## config.mk

```make
export PLATFORM = sky130hd
export DESIGN_NAME = vrs_front
export DESIGN_NICKNAME = d
export VERILOG_FILES = /design/src/design/vrs_pkg.sv /design/src/design/vrs_front.sv
export SDC_FILE = /design/constraint.sdc
export NUM_CORES = 1
export LEC_CHECK = 0
export BUFFER_PORTS_ARGS = -buffer_cell sky130_fd_sc_hd__buf_2
export CORE_AREA = 2 2 140 142
export DETAILED_ROUTE_END_ITERATION = 16
export DIE_AREA = 0 0 142 144
export PLACE_DENSITY = 0.54
export SYNTH_ARGS = -nofsm -noshare
export SYNTH_HDL_FRONTEND = slang
export SYNTH_SLANG_ARGS = --single-unit
export TNS_END_PERCENT = 100
```

## constraint.sdc

```tcl
create_clock -name vclk -period 6.05
set_clock_uncertainty 0.2 [all_clocks]
set_input_delay 0.3025 -clock vclk [all_inputs]
set_output_delay 0.3025 -clock vclk [all_outputs]
set_load 0.01 [all_outputs]
```

## src/design/vrs_pkg.sv

```systemverilog
// Shared types and constants of the variable resolution stretch block.
// No dependencies.
package vrs_pkg;

    localparam int FRAC_BITS      = 20;
    localparam int MAX_HALF_COUNT = 1023;
    localparam int QDEPTH         = 2;
    localparam int QPTR_W         = $clog2(QDEPTH);
    localparam int QCNT_W         = $clog2(QDEPTH + 1);

    localparam logic [31:0] R_ONE  = 32'h4000_0000;
    localparam logic [63:0] R_HALF = 64'h2000_0000;
    localparam logic signed [63:0] LIM      = 64'sh4000_0000_0000_0000;
    localparam logic signed [63:0] WRAP_LO  = 64'(180) << FRAC_BITS;
    localparam logic signed [63:0] WRAP_ADD = 64'(360) << FRAC_BITS;
    localparam logic signed [63:0] OUT_MAX  = 64'sh0000_0000_7FFF_FFFF;
    localparam logic signed [63:0] OUT_MIN  = -64'sh0000_0000_8000_0000;
    localparam logic [63:0] FRAC_HALF = 64'(1) << (FRAC_BITS - 1);
    localparam logic [30:0] SPACING_ONE = 31'(1) << FRAC_BITS;

    typedef enum logic [2:0] {
        REG_START_LON = 3'd0,
        REG_END_LON   = 3'd1,
        REG_START_LAT = 3'd2,
        REG_END_LAT   = 3'd3,
        REG_INNER_SP  = 3'd4,
        REG_OUTER_SP  = 3'd5,
        REG_RATIO     = 3'd6,
        REG_HALF_CNT  = 3'd7
    } reg_idx_t;

    typedef struct packed {
        logic signed [31:0] inner_start_lon;
        logic signed [31:0] inner_end_lon;
        logic signed [31:0] inner_start_lat;
        logic signed [31:0] inner_end_lat;
        logic [30:0]        inner_spacing;
        logic [30:0]        outer_spacing;
        logic [31:0]        stretch_ratio;
        logic [9:0]         half_stretched_count;
    } cfg_t;

    typedef struct packed {
        logic signed [31:0] coord;
        logic               lon;
        logic               bypass;
        logic signed [31:0] start;
        logic [31:0]        span;
    } job_t;

    function automatic logic signed [63:0] clamp62(input logic signed [63:0] x);
        logic signed [63:0] y;
        y = x;
        if (x > LIM)
            y = LIM;
        else if (x < -LIM)
            y = -LIM;
        return y;
    endfunction

endpackage

```

## src/design/vrs_front.sv

```systemverilog
// Front part: classifies an incoming coordinate and builds a queue job.
// Depends on vrs_pkg.
module vrs_front
    import vrs_pkg::*;
(
    input  cfg_t               cfg,
    input  logic signed [31:0] coordinate,
    input  logic               is_longitude,
    output job_t               job
);

    logic signed [31:0] start;
    logic signed [31:0] stop;
    logic signed [32:0] span_w;
    logic               in_box;

    always_comb
    begin
        start  = is_longitude ? cfg.inner_start_lon : cfg.inner_start_lat;
        stop   = is_longitude ? cfg.inner_end_lon : cfg.inner_end_lat;
        in_box = (coordinate >= start) && (coordinate <= stop);
        if (coordinate < start)
            span_w = 33'(start) - 33'(coordinate);
        else
            span_w = 33'(coordinate) - 33'(stop);
        job.coord  = coordinate;
        job.lon    = is_longitude;
        job.bypass = (cfg.stretch_ratio == R_ONE) || in_box;
        job.start  = start;
        job.span   = span_w[31:0];
    end

endmodule

```

==> metrics.cfg, run 1 <==
[synthesis]
ys_types=59
synth_top_area_frac=0.163
synthAdderAreaFrac=0.171
synth.area.mux_share=0.159
synth_top_family_by_area=compound AO/OA/AOI/OAI gates
synthCells=697
avgSynthCellArea_um2=7.06
synth_compound_area_frac=0.283
synth_xor_area_frac=0.0961
synthTopCellsByArea=ha_1, mux2i_1, mux2_2, a21oi_1, xnor2_1
synth_nets=1028
yosysWarnings=0
synthSimpleGateAreaFrac=0.182
synth.largest_area_cell=ha_1
synth_area_mm2=0.00492
ys_seq_area_frac=0

[sta]
setup_viol=0
slew_violations=0
slew_headroom=0.620
rsz0062_at_grt=no
fmax_ghz=0.208
post-route-period-util=0.794
finalHoldViolCount=0
period_needed_ps=4800
tightest_slew_ps=562
fin_tns_setup_ps=0

[setup_path]
worstPathArrival_ps=4300
criticalPathCategory=in2out
worstPathRequired_ps=5550
cp_max_fo=32
critPathLaunchType=primary input
cp-end-kind=output port

[die]
num_rows=51
die-area_mm2=0.0204
start_util=0.258
die_y_um=144
die_x_um=142
core_area_mm2=0.0191
ios=363

[pwr]
swShare=0.567
switchingPower_mw=0.504
power_density_mw_per_mm2=139
leakage_nw=3.35
p_seq_frac=0
irDropWorstVdd_v=0.0000795
intPower_mw=0.385
clock_power_share=0
comb_power_share=1.000

[finish]
area.growth.synth_to_final_pct=29.6
seq_cells=0
final_cells=1178
nClkBuffers=0
final_nets=1272
seq_area_um2=0
fin_util=0.335
drive_gt1_frac=0.370

[min_path]
hold_path_depth=2
holdCritPathClass=in2out
min_to=job[72]
hold_start=coordinate[6]

[placement]
port_buffers=291
routabilityCongestion=0.872
dp_hpwl_um=16400
place_inst=1177

[detailed_routing]
ant_nets=0
drt_iter0_drc=277
drt-vias-per-instance=5.01
finalWirelength_um=18700
dr.pass1.iters=4
wl_per_cell_um=15.9
num_vias=5902
drc=0

[global_routing]
grt_pass1_wl_um=27900
gr-total-overflow=0
grt_pass1_vias=5457
antenna_found_initial=1
grt_usage=0.170
grt_max_degree=34

[run]
maxCapViolCount=0

[clock_network]
holdBufCountCts=0
cts_resized=0
cts_setup_buffers=0

[run_status]
status=finished clean

## critical path, stage by stage
cell      delay, ps
buf_4           400
buf_4           310
mux2i_1         250
ha_1            190
inv_1            60
fa_1            430
a211oi_2        260
o21ai_1         180
a211o_1         350
a311o_1         360
a41o_1          290
a221oi_4        330
o21ai_2          80
xnor2_1         150
mux2i_1         180
buf_2           170
## metrics by stage
stage / total power [mW] / setup WS (ps) / instance area (um2) / hold WS, ps
global placement: 0.891 / 1160 / 6380 / 630
finish: 0.889 / 1250 / 6380 / 630
global route: 0.987 / 964 / 6380 / 639
floorplan: 0.598 / 1740 / 4920 / 497
CTS: 0.897 / 1140 / 6380 / 634
detailed placement: 0.892 / 1140 / 6380 / 633
## cell usage after synthesis, types with 2 or more instances
| cell | n |
|---|---|
| a21oi_1 | 73 |
| and2_1 | 4 |
| a21oi_2 | 2 |
| o31ai_1 | 2 |
| xnor2_1 | 36 |
| o21a_1 | 7 |
| mux2_2 | 33 |
| a21o_1 | 22 |
| nand3b_1 | 2 |
| o211ai_1 | 4 |
| and4_1 | 3 |
| nor4_1 | 8 |
| a31o_2 | 3 |
| nand4_1 | 13 |
| nor2_1 | 37 |
| inv_1 | 51 |
| ha_1 | 64 |
| xor2_1 | 18 |
| o21ai_2 | 5 |
| nor3_1 | 10 |
| nor3b_1 | 3 |
| mux2i_1 | 41 |
| buf_2 | 3 |
| o22ai_1 | 2 |
| nand3_1 | 12 |
| o221ai_1 | 2 |
| o21ai_1 | 3 |
| nor4b_1 | 4 |
| o21ai_0 | 48 |
| nand2b_1 | 5 |
| or3_1 | 3 |
| o21bai_1 | 11 |
| and3_1 | 7 |
| a41o_1 | 2 |
| clkbuf_1 | 13 |
| a211oi_1 | 6 |
| buf_4 | 37 |
| or4_1 | 2 |
| nor2b_1 | 7 |
| a211oi_2 | 2 |
| a211o_1 | 4 |
| fa_1 | 2 |
| nand2_1 | 59 |
| a31oi_1 | 7 |
## cell usage in the layout (no fill, tap or decap), types with 18 or more instances in the layout
| cell | count |
|---|---|
| nor2_1 | 37 |
| inv_1 | 51 |
| a21o_1 | 22 |
| xnor2_1 | 36 |
| ha_1 | 64 |
| a21oi_1 | 73 |
| xor2_1 | 18 |
| mux2_2 | 33 |
| o21ai_0 | 48 |
| buf_2 | 290 |
| mux2i_1 | 41 |
| nand2_1 | 59 |
## per-layer routing
metal  track usage  vias to the layer above  routed length (um)
met5             0                        -                   0
met4        0.0284                        0                 331
met3       0.00960                       18                 971
met2         0.318                      220                9100
met1         0.217                     2662                8290
li1              -                     3002                   -
## power groups by stage
stage / Clock [mW] / Combinational (mW) / Sequential (mW)
after floorplan: 0 / 0.598 / 0
after global routing: 0.0000000221 / 0.987 / 0
after detailed placement: 0 / 0.892 / 0
final: 0.0000000221 / 0.889 / 0
after global placement: 0 / 0.891 / 0
after CTS: 0 / 0.897 / 0
## worst max path at each step
stage | from | slack [ps] | endpoint | cells after the start
after detailed placement | is_longitude | 1140 | job[30] | 16
after floorplan | is_longitude | 1740 | job[30] | 15
final | is_longitude | 1250 | job[30] | 16
after global routing | is_longitude | 960 | job[30] | 16
after CTS | is_longitude | 1140 | job[30] | 16
after global placement | is_longitude | 1160 | job[30] | 16
## kinds of logic (layout without fill, tap and decap cells)
group | Yosys count | in the layout
mux | 74 | 74
simple gates | 181 | 181
buf+inv | 105 | 347
compound gates | 217 | 217
other cells | 0 | 1
fa+ha+maj | 66 | 66
xor+xnor | 54 | 54
## cell type report
| cell class | count | area [um2] |
|---|---|---|
| Tap cell | 238 | 298 |
| Multi-Input combinational cell | 592 | 4390 |
| Inverter | 51 | 191 |
| Fill cell | 2118 | 12700 |
| Timing Repair Buffer | 296 | 1500 |
| Antenna cell | 1 | 2.50 |
Note: power is estimated with default switching activity, not from simulation.
==> run 2: changes to the inputs <==
ABC_AREA = 1   (was unset)
PLACE_DENSITY = 0.61   (was 0.54)
clock period = 5 ns   (was 6.05 ns; I/O delays follow)
==> run 2 against run 1 <==
Against the previous run: total power up 38%; global-route usage is 4.9 points higher; die area is the same; largest cell class unchanged; highest routed layer unchanged.
==> metrics.cfg, run 2 <==
[setup_path]
crit_slowest_cell=buf_4
cpPeakStageDelay_ps=470  ; +40 ps
worstPathRequired_ps=4550  ; -1000 ps
cp_max_fo=44  ; +38%
crit_top_cell=nand2_2
worstPathArrival_ps=3440  ; -860 ps
crit_chain=buf_4 > mux2_2 > ha_1 > nand2_2 > inv_1 > a21oi_1 > nand2_1 > nand2_2 > nand2_2 > nand2_2 > nand3_4 > nand3_4 > nand2_1 > nand2_1 > buf_2
criticalPathCategory=in2out
critPathLaunchType=primary input
cp-end-kind=output port

[pwr]
irDropWorstVdd_v=0.0000550  ; -31%
power_density_mw_per_mm2=160  ; +15%
leakage_nw=5.01  ; +50%

[clock_network]
holdBufCountCts=0  ; unchanged
cts_setup_buffers=0  ; unchanged
cts_resized=0  ; unchanged

[min_path]
hold_path_depth=2  ; unchanged
holdCritPathClass=in2out
hold_start=coordinate[4]
min_to=job[70]

[die]
num_rows=51  ; unchanged
core_area_mm2=0.0191  ; unchanged
die-area_mm2=0.0204  ; unchanged
die_x_um=142  ; unchanged
start_util=0.327  ; +0.0687
ios=363  ; unchanged
die_y_um=144  ; unchanged

[detailed_routing]
drt-vias-per-instance=4.75  ; -5.2%
finalWirelength_um=23400  ; +25%
wl_per_cell_um=14.0  ; -12%
num_vias=7947  ; +35%
drt_iter0_drc=541  ; +95%
ant_nets=0  ; unchanged
dr.pass1.iters=5  ; +1
drc=0  ; unchanged

[synthesis]
synthCells=1188  ; +70%
synth_area_mm2=0.00623  ; +27%
synth_nets=1519  ; +48%
yosysWarnings=0  ; unchanged
ys_types=34  ; -42%
synth_most_common_cell=nand2_1
synthTopCellsByCount=nand2_1, inv_1, nor2_1
ys_seq_area_frac=0  ; unchanged
synthTopCellsByArea=nand2_1, inv_1, ha_1, mux2_2, mux2i_1
avgSynthCellArea_um2=5.25  ; -26%
synth_top_area_frac=0.277  ; +0.114
synth.largest_area_cell=nand2_1

[placement]
place_inst=1673  ; +42%
port_buffers=291  ; unchanged
pre_cts_slack_ps=1120  ; -25.7 ps
dp_hpwl_um=21000  ; +28%
routabilityCongestion=0.941  ; +7.9%

[finish]
fin_util=0.403  ; +0.0680
diodes=0  ; -1
seq_cells=0  ; unchanged
seq_area_um2=0  ; unchanged
nClkBuffers=0  ; unchanged
final_common_cell=nand2_1
final_cells=1673  ; +42%
final_nets=1768  ; +39%
final_cell_mix=nand2_1, buf_2, inv_1
drive_gt1_frac=0.240  ; -0.129
area.growth.synth_to_final_pct=23.2

[sta]
setup_viol=0  ; unchanged
finalHoldViolCount=0  ; unchanged
slew_violations=0  ; unchanged
fin_tns_setup_ps=0  ; unchanged
rsz0062_at_grt=no
slew_headroom=0.591  ; -0.0290
whs_ps=537  ; -93.1 ps
fmax_ghz=0.257
setup_slack_ps=1110  ; -134 ps
tightest_slew_ps=608  ; +45.9 ps
post-route-period-util=0.778
period_needed_ps=3890

[global_routing]
grt_max_degree=45  ; +32%
antenna_found_initial=0  ; -1
gr-total-overflow=0  ; unchanged
grt_pass1_vias=7273  ; +33%
grt_pass1_wl_um=35500  ; +27%
grt_usage=0.219  ; +0.0487

[run]
maxCapViolCount=0  ; unchanged

[run_status]
status=finished clean

## run 2: power breakdown
group | leakage [nW] | internal [mW] | switching, mW | total [mW]
sequential | 0 | 0 | 0 | 0
clock | 0 | 0 | 0 | 0
combinational | 5.01 | 0.454 | 0.775 | 1.23
total | 5.01 | 0.454 | 0.775 | 1.23
## run 2: layout make-up
| cell class | instances | area (um2) |
|---|---|---|
| inverters | 219 | 822 |
| repair buffers | 294 | 1480 |
| multi-input cells | 922 | 5080 |
| well taps | 238 | 298 |
| fillers | 2195 | 11400 |
## run 2: critical path: cells and delay by family
kind	cells	cell delay (ps)
and+or+nand+nor	9	1450
adders and majority gates	1	360
muxes	1	430
buffers and inverters	3	680
AOI/OAI and AO/OA	1	250
## run 2: how the worst max path moves through the flow
stage / to / cells past startpoint / slack [ps] / from
finish: job[18] / 15 / 1110 / is_longitude
global route: job[13] / 15 / 770 / is_longitude
CTS: job[16] / 13 / 1110 / is_longitude
detailed placement: job[16] / 13 / 1120 / is_longitude
global placement: job[18] / 15 / 1160 / is_longitude
floorplan: job[11] / 16 / 1610 / is_longitude
## run 2: cell families after synthesis
family                     after synthesis  share of synthesized area
and+or+nand+nor                        670                      0.450
muxes                                   63                      0.108
xor gates and xnor gates                29                     0.0407
AOI/OAI and AO/OA                       94                     0.0817
adders and majority gates               66                      0.135
buffers and inverters                  266                      0.185
## run 2: metal layers
metal / share of wire / vias up / routed length [um] / track usage
li1: - / 4211 / - / -
met2: 0.47 / 233 / 10900 / 0.389
met4: 0.018 / 0 / 417 / 0.0358
met5: 0 / - / 0 / 0
met3: 0.048 / 28 / 1130 / 0.0139
met1: 0.47 / 3475 / 11000 / 0.294
## run 2: per-stage QoR
step / area [um2] / power (mW)
after detailed placement: 7680 / 1.22
final: 7680 / 1.23
after CTS: 7680 / 1.23
after floorplan: 6230 / 0.821
after global routing: 7680 / 1.38
after global placement: 7680 / 1.22
