===== config.mk =====
export PLATFORM = sky130hd
export DESIGN_NAME = vrs_queue
export DESIGN_NICKNAME = d
export VERILOG_FILES = /design/src/design/vrs_pkg.sv /design/src/design/vrs_queue.sv
export SDC_FILE = /design/constraint.sdc
export NUM_CORES = 1
export LEC_CHECK = 0
export BUFFER_PORTS_ARGS = -buffer_cell sky130_fd_sc_hd__buf_2
export CAP_MARGIN = 15
export CORE_ASPECT_RATIO = 0.8
export CORE_UTILIZATION = 30
export CTS_CLUSTER_SIZE = 14
export DETAILED_ROUTE_END_ITERATION = 12
export SYNTH_ARGS = -nofsm -noshare
export SYNTH_HDL_FRONTEND = slang
export SYNTH_SLANG_ARGS = --single-unit

===== constraint.sdc =====
create_clock -name clk -period 6.55 [get_ports clk]
set_clock_uncertainty 0.2 [all_clocks]
set_input_delay 0.9825 -clock clk [delete_from_list [all_inputs] [get_ports clk]]
set_output_delay 0.9825 -clock clk [all_outputs]
set_load 0.05 [all_outputs]

===== src/design/vrs_pkg.sv =====
// Shared types and constants of the variable resolution stretch block.
// No dependencies.
package vrs_pkg;

    localparam int FRAC_BITS      = 20;
    localparam int MAX_HALF_COUNT = 1023;
    localparam int QDEPTH         = 2;
    localparam int QPTR_W         = $clog2(QDEPTH);
    localparam int QCNT_W         = $clog2(QDEPTH + 1);

    localparam logic [31:0] R_ONE  = 32'h4000_0000;
    localparam logic [63:0] R_HALF = 64'h2000_0000;
    localparam logic signed [63:0] LIM      = 64'sh4000_0000_0000_0000;
    localparam logic signed [63:0] WRAP_LO  = 64'(180) << FRAC_BITS;
    localparam logic signed [63:0] WRAP_ADD = 64'(360) << FRAC_BITS;
    localparam logic signed [63:0] OUT_MAX  = 64'sh0000_0000_7FFF_FFFF;
    localparam logic signed [63:0] OUT_MIN  = -64'sh0000_0000_8000_0000;
    localparam logic [63:0] FRAC_HALF = 64'(1) << (FRAC_BITS - 1);
    localparam logic [30:0] SPACING_ONE = 31'(1) << FRAC_BITS;

    typedef enum logic [2:0] {
        REG_START_LON = 3'd0,
        REG_END_LON   = 3'd1,
        REG_START_LAT = 3'd2,
        REG_END_LAT   = 3'd3,
        REG_INNER_SP  = 3'd4,
        REG_OUTER_SP  = 3'd5,
        REG_RATIO     = 3'd6,
        REG_HALF_CNT  = 3'd7
    } reg_idx_t;

    typedef struct packed {
        logic signed [31:0] inner_start_lon;
        logic signed [31:0] inner_end_lon;
        logic signed [31:0] inner_start_lat;
        logic signed [31:0] inner_end_lat;
        logic [30:0]        inner_spacing;
        logic [30:0]        outer_spacing;
        logic [31:0]        stretch_ratio;
        logic [9:0]         half_stretched_count;
    } cfg_t;

    typedef struct packed {
        logic signed [31:0] coord;
        logic               lon;
        logic               bypass;
        logic signed [31:0] start;
        logic [31:0]        span;
    } job_t;

    function automatic logic signed [63:0] clamp62(input logic signed [63:0] x);
        logic signed [63:0] y;
        y = x;
        if (x > LIM)
            y = LIM;
        else if (x < -LIM)
            y = -LIM;
        return y;
    endfunction

endpackage


===== src/design/vrs_queue.sv =====
// Short job queue between front and back parts.
// Depends on vrs_pkg.
module vrs_queue
    import vrs_pkg::*;
(
    input  logic clk,
    input  logic rst_n,
    input  logic push,
    input  job_t push_job,
    output logic full,
    input  logic pop,
    output logic nonempty,
    output job_t head
);

    job_t              mem_reg [QDEPTH];
    logic [QPTR_W-1:0] wr_reg, wr_next;
    logic [QPTR_W-1:0] rd_reg, rd_next;
    logic [QCNT_W-1:0] cnt_reg, cnt_next;
    logic              do_push;
    logic              do_pop;

    assign full     = (cnt_reg == QCNT_W'(QDEPTH));
    assign nonempty = (cnt_reg != '0);
    assign head     = mem_reg[rd_reg];
    assign do_push  = push && !full;
    assign do_pop   = pop && nonempty;

    always_comb
    begin
        wr_next  = wr_reg;
        rd_next  = rd_reg;
        cnt_next = cnt_reg;
        if (do_push)
            wr_next = (wr_reg == QPTR_W'(QDEPTH - 1)) ? '0 : wr_reg + 1'b1;
        if (do_pop)
            rd_next = (rd_reg == QPTR_W'(QDEPTH - 1)) ? '0 : rd_reg + 1'b1;
        if (do_push && !do_pop)
            cnt_next = cnt_reg + 1'b1;
        else if (do_pop && !do_push)
            cnt_next = cnt_reg - 1'b1;
    end

    always_ff @(posedge clk or negedge rst_n)
    begin
        if (!rst_n)
        begin
            wr_reg  <= '0;
            rd_reg  <= '0;
            cnt_reg <= '0;
        end
        else
        begin
            wr_reg  <= wr_next;
            rd_reg  <= rd_next;
            cnt_reg <= cnt_next;
        end
    end

    always_ff @(posedge clk)
    begin
        if (do_push)
            mem_reg[wr_reg] <= push_job;
    end

endmodule


==> qor.yml, run 1 <==
postSynthNetCount: 427
yosys.cell_types.count: 15
vertical_die_dimension_um: 142
post_synth_mux_area_share: 0.156
die_w_um: 176
min-delay-path-class: "input port to asynchronous set/reset pin"
synth_edf_count: 196
cp-start-kind: "flip-flop"
cts_buf_count: 17
largest_register_ffs: 196
clock_latency_ns: 0.42
synth-compound-area-share: 0
antenna_cells_inserted: 0
flow.area_growth_from_synthesis_pct: 26.6
ys_ff_latch: 200
layout.cell_area.non_filler_sq_um: 9240
final_core_utilization: 0.391
drt-wirelength-per-cell_um: 15.6
synthXorXnorAreaFrac: 0.00600
power_leakage_nw: 3.44
synthesis.area_sq_um: 7300
rsz_0062_raised_after_global_routing: "no"
yosysSeqAreaShare: 0.820
clk_root_buffer_cell: "clkbuf_16"
fillerInstances: 2194
dr_total_vias: 3656
fraction_of_registers_with_async_set_reset: 0.0200
floorplan.rows: 50
hold_viol: 0
grt_util_all_layers: 0.108
fin_worst_hold_slack_ns: 0.154
core_sq_um: 23600
multiInputGateArea_sq_um: 1240
yosys-top-cells-count: "edfxtp_1 (196), mux2_2 (88), mux2_4 (10)"
dominant_combinational_cell_family_by_area_after_synthesis: "multiplexers"
start_util: 0.309
timing.final.ws_setup_ns: 2.73
design.final.nets: 640
worstMarginPinSlew_ns: 0.763
drv.max_cap_violation_count: 0
drtIter0Drc: 174
count_of_pins_on_the_block_boundary: 202
reg2reg_setup_slack_ns: 4.02
final_max_slew_viol_count: 0
rr_startpoint: "cnt_reg[0]$_DFFE_PN0P_"
run_status: "completed"
grt_start_max_net_pins: 56
timing.critical_path.fanout_max: 55
post-dp-hpwl_um: 8960
slew_headroom: 0.491
antenna_left: 0
r2r_cells: 3
postCtsResizedCells: 0
cts.clk_slew.worst_paths_ns: 0.07
min_period_ns: 3.82
layout_worst_path_cycle_share: 0.584
yosys.area_share.adder: 0.00171
timing.critical_path.to_type: "primary output"
detail_route.vias_per_cell: 4.24
post-cts-setup-buffers: 0
count_leader_synth: "edfxtp_1"
grt_first_pass_wirelength_um: 20300
tritoncts: "done"
post_dp_cell_area_sq_um: 8670
netlist_top_cells_area: "edfxtp_1 (81%), mux2_2 (14%), mux2_4 (2.1%)"
cts_max_level: 4
timing.setup.tns_ns: 0
drt_first_pass_iters: 4
layoutNonFillerInstCount: 862
timing.setup.critical_path_class: "flip-flop to primary output"
postSynthCellCount: 324
synthFlopType: "edfxtp_1"
r2r-end: "mem_reg[1][67]$_DFFE_PP_"
synth.largest_area_cell: "edfxtp_1"
synth.yosys.warnings: 0
cp.required_ns: 5.37
antenna_found_initial: 0
detail_route.wirelength_um: 13400
syn_area_per_cell_sq_um: 22.5
power_per_cell_area_nw_per_um2: 526
synth_simple_gate_area_share: 0.00463
place_inst: 830
synthDominantCellAreaShare: 0.806
clock_sink_count: 200
placer_s_final_routability_congestion_estimate: 0.742
irDropWorstVdd_uv: 281
detailedPlace.worstSlack_ns: 3.11
design_power_total_mw: 4.86
vias_in_the_first_global_route: 3927
worst_ep_arrival_time_ns: 2.64
cts_hold_buffers_added: 0
numPortBuffers: 201
max_clock_freq_mhz: 262
endpoints_failing_setup: 0
cts-root-to-sink-buffers: 2
layout-drive-gt1-share: 0.611
floorplan.die_area_sq_um: 25000
grt.overflow.total: 0
post-route-drc-count: 0
register_area_sq_um: 5990
-- worst max path at each step --
stage,start,endpoint,slack (ns),cells after the start
CTS,rd_reg$_DFFE_PN0P_,head[47],2.64,3
detailed placement,rd_reg$_DFFE_PN0P_,head[47],3.11,3
global placement,rd_reg$_DFFE_PN0P_,head[81],3.17,3
floorplan,push,mem_reg[0][0]$_DFFE_PP_,0.64,2
global route,rd_reg$_DFFE_PN0P_,head[47],2.55,3
finish,rd_reg$_DFFE_PN0P_,head[47],2.73,3
-- layer usage --
| layer | global-route usage | share of wire | vias to the layer above | wire [um] |
|---|---|---|---|---|
| met5 | 0 | 0 | - | 0 |
| met3 | 0.0391 | 0.073 | 12 | 979 |
| met1 | 0.125 | 0.42 | 1806 | 5670 |
| met4 | 0.0395 | 0.011 | 0 | 151 |
| met2 | 0.185 | 0.49 | 125 | 6630 |
| li1 | - | - | 1713 | - |
-- where the power goes --
part | switching [mW] | total [mW] | internal, mW
logic | 1.42 | 1.97 | 0.543
registers | 0.131 | 1.88 | 1.75
clock network | 0.470 | 1.01 | 0.537
total | 2.03 | 4.86 | 2.83
-- cells in the final DEF (no fill, tap or decap), drive strengths merged, types with 3 or more instances in the layout --
| master | n |
|---|---|
| buf | 205 |
| clkbuf | 19 |
| clkinv | 7 |
| dfrtp | 4 |
| edfxtp | 196 |
| inv | 7 |
| mux2 | 98 |
| xnor2 | 3 |
-- worst max-delay path, cell delays in order (launching register included) --
cell,delay (ns)
dfrtp_4,0.91
buf_4,0.64
mux2_2,0.42
buf_2,0.21
-- layout make-up --
type | count | area share
inverter | 2 | 0.000813
tap | 312 | 0.0423
clock buffer | 19 | 0.0469
sequential | 200 | 0.648
timing repair buffer | 205 | 0.112
clock inverter | 13 | 0.0150
multi-input combinational | 111 | 0.135
-- kinds of logic (layout without fill, tap and decap cells) --
| kind of cell | count (synthesis) | after routing |
|---|---|---|
| flip-flops | 200 | 200 |
| multiplexers | 98 | 98 |
| buffers and inverters | 13 | 239 |
| AND/OR/NAND/NOR | 7 | 7 |
| XOR/XNOR | 5 | 5 |
| adder cells (fa/ha/maj) | 1 | 1 |
(Power assumes the default switching activity.)
==> inputs of run 2 (changes only) <==
==> constraint.sdc (replaced) <==
create_clock -name clk -period 3.7 [get_ports clk]
set_clock_uncertainty 0.2 [all_clocks]
set_input_delay 0.555 -clock clk [delete_from_list [all_inputs] [get_ports clk]]
set_output_delay 0.555 -clock clk [all_outputs]
set_load 0.05 [all_outputs]
==> run 2 against run 1 <==
  * Routed wire length increased by 5.6%
  * Non-clock buffer count increased by 2
  * Sequential share of layout area decreased by 0.45 points
  * Combinational power rose by 85%
  * Power grew 80%
  * Hold slack worse by 0.041 ns
  * Count of clock-buffer cells in the layout decreased by 2
  * Largest cell class unchanged
  * Largest power group unchanged
  * Highest routed layer unchanged
==> qor.yml, run 2 (same netlist as run 1, synthesis figures left out) <==
antenna_left: 0
drt-wirelength-per-cell_um: 16.4
drv.max_cap_violation_count: 0
run_status: "completed"
hold_viol: 0
path_delay_family: "buffers and inverters"
start_util: 0.309
timing.critical_path.to_type: "primary output"
max_clock_freq_mhz: 359
post-route-drc-count: 0
vertical_die_dimension_um: 142
critical_path.cell_chain: "buf_4, mux2_2, buf_2"
clock_latency_ns: 0.43
design_power_total_mw: 8.73
timing.critical_path.fanout_max: 41
cts_buf_count: 17
tritoncts: "done"
endpoints_failing_setup: 0
clock_sink_count: 200
timing.setup.tns_ns: 0
cp_slowest_stage_delay_ns: 0.48
clk_root_buffer_cell: "clkbuf_16"
design.final.nets: 642
cp-start-kind: "flip-flop"
numPortBuffers: 201
post-dp-hpwl_um: 9270
worst_ep_arrival_time_ns: 2.03
floorplan.die_area_sq_um: 25000
drt_first_pass_iters: 4
place_inst: 831
grt_util_all_layers: 0.115
cp_num_buf_inv: 2
floorplan.rows: 50
core_sq_um: 23600
slew_headroom: 0.341
layout_worst_path_cycle_share: 0.753
final_cell_mix: "buf_2 (201), edfxtp_1 (196), mux2_2 (88), clkbuf_16 (17), mux2_4 (10)"
grt.overflow.total: 0
die_w_um: 176
dr_total_vias: 3695
final_max_slew_viol_count: 0
final_common_cell: "buf_2"
vias_in_the_first_global_route: 3977
grt_first_pass_wirelength_um: 21400
fin_worst_hold_slack_ns: 0.113
irDropWorstVdd_uv: 445
layoutNonFillerInstCount: 865
grt_start_max_net_pins: 70
min_period_ns: 2.78
cts.clk_slew.worst_paths_ns: 0.07
min-delay-path-class: "input port to flip-flop"
rsz_0062_raised_after_global_routing: "no"
power_leakage_nw: 3.46
power_per_cell_area_nw_per_um2: 938
worstMarginPinSlew_ns: 0.988
count_of_pins_on_the_block_boundary: 202
cp_slowest_cell: "buf_4"
antenna_found_initial: 1
cp.required_ns: 2.94
cts_max_level: 4
post-cts-setup-buffers: 0
layout-drive-gt1-share: 0.612
final_core_utilization: 0.393
timing.setup.critical_path_class: "flip-flop to primary output"
flow.area_growth_from_synthesis_pct: 27.5
largest_register_ffs: 196
drtIter0Drc: 211
detail_route.vias_per_cell: 4.27
cts-root-to-sink-buffers: 2
fillerInstances: 2188
placer_s_final_routability_congestion_estimate: 0.712
detail_route.wirelength_um: 14200
## run 2: changes by cell type in the layout (fill, tap and decap cells not counted), moves of 2 or more
cell,before,now
clkinv_4,4,1
clkinvlp_4,0,3
buf_12,0,2
clkbuf_1,2,0
inv_8,2,4
## run 2: metal layers
metal / GRT usage / up-vias / share of wire
met3: 0.0415 / 12 / 0.072
met2: 0.191 / 133 / 0.48
met4: 0.0354 / 0 / 0.011
met1: 0.139 / 1833 / 0.44
li1: - / 1717 / -
met5: 0 / - / 0
## run 2: stage by stage
stage	area, sq um	worst slack (ns)
5_1_grt	9300	0.809
3_3_place_gp	8700	1.40
6_report	9300	0.915
2_1_floorplan	7310	0.168
3_5_place_dp	8700	1.33
4_1_cts	9300	0.860
## run 2: area by class of cell
| cell class | instances | area, sq um | share of cell area |
|---|---|---|---|
| Tap cell | 312 | 390 | 0.0420 |
| Clock inverter | 15 | 166 | 0.0179 |
| Antenna cell | 1 | 2.50 | 0.000269 |
| Timing Repair Buffer | 207 | 1080 | 0.116 |
| Clock buffer | 17 | 425 | 0.0457 |
| Multi-Input combinational cell | 111 | 1240 | 0.134 |
| Sequential cell | 200 | 5990 | 0.644 |
| Inverter | 2 | 7.51 | 0.000807 |
## run 2: worst reg2reg max path: stages, from the launching register on
cell	delay [ns]
dfrtp_1	0.41
nand2b_1	0.18
nand2_1	0.15
nor2_4	0.12
buf_4	0.76
## run 2: final timing paths
kind,from,endpoint,slack (ns),cells past startpoint
setup reg to reg,cnt_reg[0]$_DFFE_PN0P_,mem_reg[0][95]$_DFFE_PP_,1.45,4
min in group asynchronous,rst_n,cnt_reg[1]$_DFFE_PN0P_,0.28,2
hold / removal,push_job[34],mem_reg[0][34]$_DFFE_PP_,0.11,1
setup / recovery,rd_reg$_DFFE_PN0P_,head[20],0.92,3
max in group asynchronous,rst_n,rd_reg$_DFFE_PN0P_,2.86,2
hold reg to reg,cnt_reg[1]$_DFFE_PN0P_,cnt_reg[1]$_DFFE_PN0P_,0.32,1
## run 2: power breakdown
group / internal (mW) / switching (mW)
Combinational: 0.991 / 2.65
Sequential: 3.10 / 0.127
Clock: 1.01 / 0.843
## run 2: timing repair
action / CTS / global route
endpoints found under the setup margin: 0 / 0
endpoints found under the hold margin: 4 / 0
hold buffers: 1 / 0
gates resized for setup: 0 / 0
